===== src/design/lfsc_pkg.sv =====
`default_nettype none
package lfsc_pkg;

	localparam int MAX_DEPTH  = 32;
	localparam int MAX_LENGTH = 1024;

	localparam int CNT_W   = 11;
	localparam int DEPTH_W = $clog2(MAX_DEPTH + 1);
	localparam int LEN_W   = $clog2(MAX_LENGTH + 2);
	localparam int LEVELS  = MAX_DEPTH + 1;

	localparam logic [7:0] CH_A     = 8'h41;
	localparam logic [7:0] CH_Z     = 8'h5a;
	localparam logic [7:0] CH_ZERO  = 8'h30;
	localparam logic [7:0] CH_ONE   = 8'h31;
	localparam logic [7:0] CH_AND   = 8'h26;
	localparam logic [7:0] CH_OR    = 8'h7c;
	localparam logic [7:0] CH_NOT   = 8'h21;
	localparam logic [7:0] CH_IMPL  = 8'h3e;
	localparam logic [7:0] CH_EQU   = 8'h7e;
	localparam logic [7:0] CH_OPEN  = 8'h28;
	localparam logic [7:0] CH_CLOSE = 8'h29;

	typedef struct packed {
		logic [CNT_W-1:0] brk;
		logic [CNT_W-1:0] opr;
		logic [CNT_W-1:0] opd;
	} cnt_t;

	typedef struct packed {
		logic push;
		logic pop;
		logic inc_opd;
		logic inc_opr;
		logic clear;
	} cmd_t;

	function automatic logic level_ok(input cnt_t c);
		logic [CNT_W:0] two_opr;
		logic [CNT_W:0] opr_p1;
		two_opr = {c.opr, 1'b0};
		opr_p1  = {1'b0, c.opr} + {{CNT_W{1'b0}}, 1'b1};
		return ({1'b0, c.brk} == two_opr) && ({1'b0, c.opd} <= opr_p1);
	endfunction

endpackage
`default_nettype wire


===== src/design/lfsc_cell.sv =====
`default_nettype none
module lfsc_cell (
	input  wire logic          clk,
	input  wire logic          arst_n,
	input  wire logic          is_top,
	input  lfsc_pkg::cmd_t     cmd,
	input  lfsc_pkg::cnt_t     up_cnt,
	input  lfsc_pkg::cnt_t     dn_cnt,
	output lfsc_pkg::cnt_t     cnt,
	output lfsc_pkg::cnt_t     nxt
);
	import lfsc_pkg::*;

	cnt_t cnt_q;

	assign cnt = cnt_q;

	always_comb begin
		nxt = cnt_q;
		if (cmd.push) begin
			if (is_top) begin
				nxt.brk = CNT_W'(1);
				nxt.opr = '0;
				nxt.opd = '0;
			end else begin
				nxt = up_cnt;
			end
		end else if (cmd.pop) begin
			if (is_top) begin
				nxt.brk = dn_cnt.brk + cnt_q.brk + CNT_W'(1);
				nxt.opr = dn_cnt.opr + cnt_q.opr;
				nxt.opd = dn_cnt.opd + cnt_q.opd;
			end else begin
				nxt = dn_cnt;
			end
		end else if (is_top) begin
			if (cmd.inc_opd)
				nxt.opd = cnt_q.opd + CNT_W'(1);
			if (cmd.inc_opr)
				nxt.opr = cnt_q.opr + CNT_W'(1);
		end
	end

	always_ff @(posedge clk or negedge arst_n) begin
		if (!arst_n) begin
			cnt_q <= '0;
		end else if (cmd.clear) begin
			cnt_q <= '0;
		end else begin
			cnt_q <= nxt;
		end
	end

endmodule
`default_nettype wire


===== config.mk =====
export PLATFORM = sky130hd
export DESIGN_NAME = lfsc_cell
export DESIGN_NICKNAME = d
export VERILOG_FILES = /design/src/design/lfsc_pkg.sv /design/src/design/lfsc_cell.sv
export SDC_FILE = /design/constraint.sdc
export NUM_CORES = 1
export LEC_CHECK = 0
export BUFFER_PORTS_ARGS = -buffer_cell sky130_fd_sc_hd__buf_2
export CAP_MARGIN = 10
export CORE_ASPECT_RATIO = 1.2
export CORE_MARGIN = 10
export CORE_UTILIZATION = 55
export CTS_BUF_LIST = sky130_fd_sc_hd__clkbuf_4 sky130_fd_sc_hd__clkbuf_8
export CTS_CLUSTER_DIAMETER = 30
export DETAILED_ROUTE_END_ITERATION = 16
export MAX_ROUTING_LAYER = met4
export PLACE_DENSITY = 0.94
export SYNTH_ARGS = -nofsm -noshare
export SYNTH_HDL_FRONTEND = slang
export SYNTH_SLANG_ARGS = --single-unit

===== constraint.sdc =====
create_clock -name clk -period 6.16 [get_ports clk]
set_clock_uncertainty 0.2 [all_clocks]
set_input_delay 0.616 -clock clk [delete_from_list [all_inputs] [get_ports clk]]
set_output_delay 0.616 -clock clk [all_outputs]
set_load 0.02 [all_outputs]

==> flow_summary_export.csv <==
group,metric,value,unit
clocking,numCtsBuffers,5,
grt,grt_max_degree,38,
place,place_inst,710,
clocking,clk_root_buffer_cell,"clkbuf_8",
final_layout,final_cells,717,
final_layout,syn_to_final_growth,20.3,%
clocking,cts_resized,0,
outcome,status,"complete, no violations",
routing,wl_per_cell,19.4,um
synthesis,ys_types,61,
setup_path,cp.arrival,3.06,ns
grt,overflow,0,
timing,slew_violations,0,
pwr,ir_worst_vdd,0.000122,V
routing,via_per_inst,6.29,
synthesis,netlist_top_cells_area,"dfrtp_1, ha_1, a21oi_1, nand2_1, xnor2_1",
synthesis,yosysSeqAreaShare,0.211,
routing,drtPass1Iterations,5,
grt,antenna_found_initial,0,
timing,finalSetupViolCount,0,
floorplan,rows,33,
clocking,cts_setup_buffers,0,
synthesis,async_flop_share,1.00,
final_layout,antenna_cells,0,
synthesis,synthCells,506,
synthesis,ys.flop_type,"dfrtp_1",
setup_path,r2r_slack,3.48,ns
synthesis,synth_nets,615,
routing,drc_errors,0,
clocking,cts_hold_buf,0,
synthesis,synth_area_leader_cell,"dfrtp_1",
setup_path,r2r_cells,8,
place,place_hpwl,10500,um
timing,fin_crit,3.88,ns
floorplan,io_pins,140,
setup_path,r2r-end,"cnt[17]",
synthesis,synthAdderAreaFrac,0.118,
clocking,clock-sinks,33,
setup_path,crit_path_end_kind,"primary output",
timing,tns,0,ns
synthesis,synth.top_cells.by_count,"nand2_1, a21oi_1, nor2_1",
synthesis,synthXorXnorAreaFrac,0.0851,
floorplan,core_region_area,0.00690,mm2
setup_path,critPathLaunchType,"input port",
final_layout,nNetsFinal,739,
grt,grtUsageTotal,0.247,
grt,grt_pass1_wl,22500,um
timing,max_slew_margin,0.377,
timing,worstMarginPinSlew,0.930,ns
synthesis,synth-seq-cells,33,
final_layout,drive_gt1_frac,0.267,
place,gp_congestion,0.976,
synthesis,syn_area_per_cell,7.73,um2
job,maxCapViolCount,0,
pwr,power_density,174,mW/mm2
setup_path,worstSetupPathType,"in2out",
timing,max_freq,258,MHz
synthesis,synth_top_family_by_area,"compound AO/OA/AOI/OAI gates",
setup_path,crit_required,5.34,ns
synthesis,synth_area,0.00391,mm2
synthesis,synth_compound_area_frac,0.282,
clocking,clk-insertion-delay-late,0.29,ns
synthesis,synth-simple-area-share,0.230,
timing,timing_hold_violations_final,0,
clocking,clk_pin_slew,0.08,ns
pwr,p_leak,2.43,nW
place,numPortBuffers,139,
floorplan,fp.dieW,97.0,um
clocking,cts_tree,"built",
synthesis,muxShareOfSynthArea,0.0269,
clocking,ctsHtreeMaxLevel,2,
routing,vias,4510,
floorplan,dieArea,0.0109,mm2
final_layout,largest_reg_flops,33,
synthesis,yosysMostFrequentCell,"nand2_1",
synthesis,synth_edf_count,0,
min_path,min_path_type,"in2async",
grt,first_global_vias,4767,
timing,post-route-period-util,0.630,
timing,rsz0062_at_grt,"false",
synthesis,ys_warn_count,0,
routing,routed_wl,13900,um
routing,drt-initial-drc-count,316,
setup_path,worst-path-max-fanout,37,
routing,ant_nets,0,
floorplan,die_h,112,um
floorplan,start_util,0.567,
clocking,clockBufferDepth,2,
setup_path,r2r-start,"cnt[11]",
synthesis,netlist.area_leader.share,0.211,
==> how the worst max path moves through the flow <==
stage,depth (start not counted),start,endpoint,slack [ns]
after global routing,9,cmd[4],nxt[9],2.05
final,9,cmd[4],nxt[9],2.28
after CTS,9,cmd[4],nxt[9],2.33
after floorplan,8,dn_cnt[11],nxt[17],2.85
after global placement,9,cmd[4],nxt[9],2.40
after detailed placement,9,cmd[4],nxt[9],2.30
==> area by class of cell <==
cell class	count	area (um2)
Multi-Input combinational cell	431	2900
Fill cell	594	2190
Sequential cell	33	826
Timing Repair Buffer	142	718
Tap cell	87	109
Clock buffer	7	90.1
Inverter	17	63.8
==> cell usage in the layout, fill, tap and decap left out, types with 4 or more instances in the layout <==
master,netlist,layout
a211oi_1,11,11
a21o_1,15,15
a21oi_1,48,48
a22oi_1,6,6
a31o_2,4,4
and3_1,11,11
buf_2,13,139
clkbuf_8,0,6
dfrtp_1,33,33
ha_1,32,32
inv_1,15,15
mux2_2,4,4
mux2i_1,6,6
nand2_1,55,55
nand3_1,14,14
nand3b_1,4,4
nand4_1,7,7
nor2_1,37,37
nor2b_1,21,21
nor3_1,13,13
o21ai_0,32,32
o21bai_1,4,4
o22ai_1,4,4
o31ai_1,8,8
or3_1,5,5
xnor2_1,23,23
xor2_1,15,15
==> layer usage <==
| metal | up-vias | GRT usage | routed length [um] |
|---|---|---|---|
| li1 | 2109 | - | - |
| met3 | 22 | 0.0521 | 1100 |
| met5 | - | - | 0 |
| met1 | 2124 | 0.281 | 5680 |
| met2 | 255 | 0.420 | 6950 |
| met4 | 0 | 0.0906 | 203 |
==> metrics by stage <==
stage	util	area, um2	hold slack (ns)	power (mW)	setup slack (ns)
CTS	0.683	4710	0.253	0.816	2.33
finish	0.683	4710	0.223	0.818	2.28
detailed placement	0.670	4620	0.414	0.634	2.30
floorplan	-	3910	0.120	0.510	2.85
global placement	0.670	4620	0.397	0.623	2.40
global route	0.683	4710	0.273	0.868	2.05
==> report_power, final <==
group	internal (mW)	leakage [nW]	switching [mW]	total [mW]
clock	0.0933	0.0477	0.0880	0.181
combinational	0.149	1.94	0.236	0.385
sequential	0.231	0.439	0.0205	0.252
==> worst max-delay path, stage by stage <==
cell and delay (ns):
buf_2 0.59, inv_1 0.45, nor2_2 0.49, buf_4 0.35
nand2_1 0.08, nand2_1 0.06, o31ai_1 0.08, a21oi_1 0.15
buf_2 0.18
==> kinds of logic after synthesis <==
group	after synthesis
AO/OA/AOI/OAI	166
XOR/XNOR	38
adder cells (fa/ha/maj)	35
buffers and inverters	42
flip-flops	33
multiplexers	10
AND/OR/NAND/NOR	182
No activity file was read; power rests on OpenSTA's default activity.
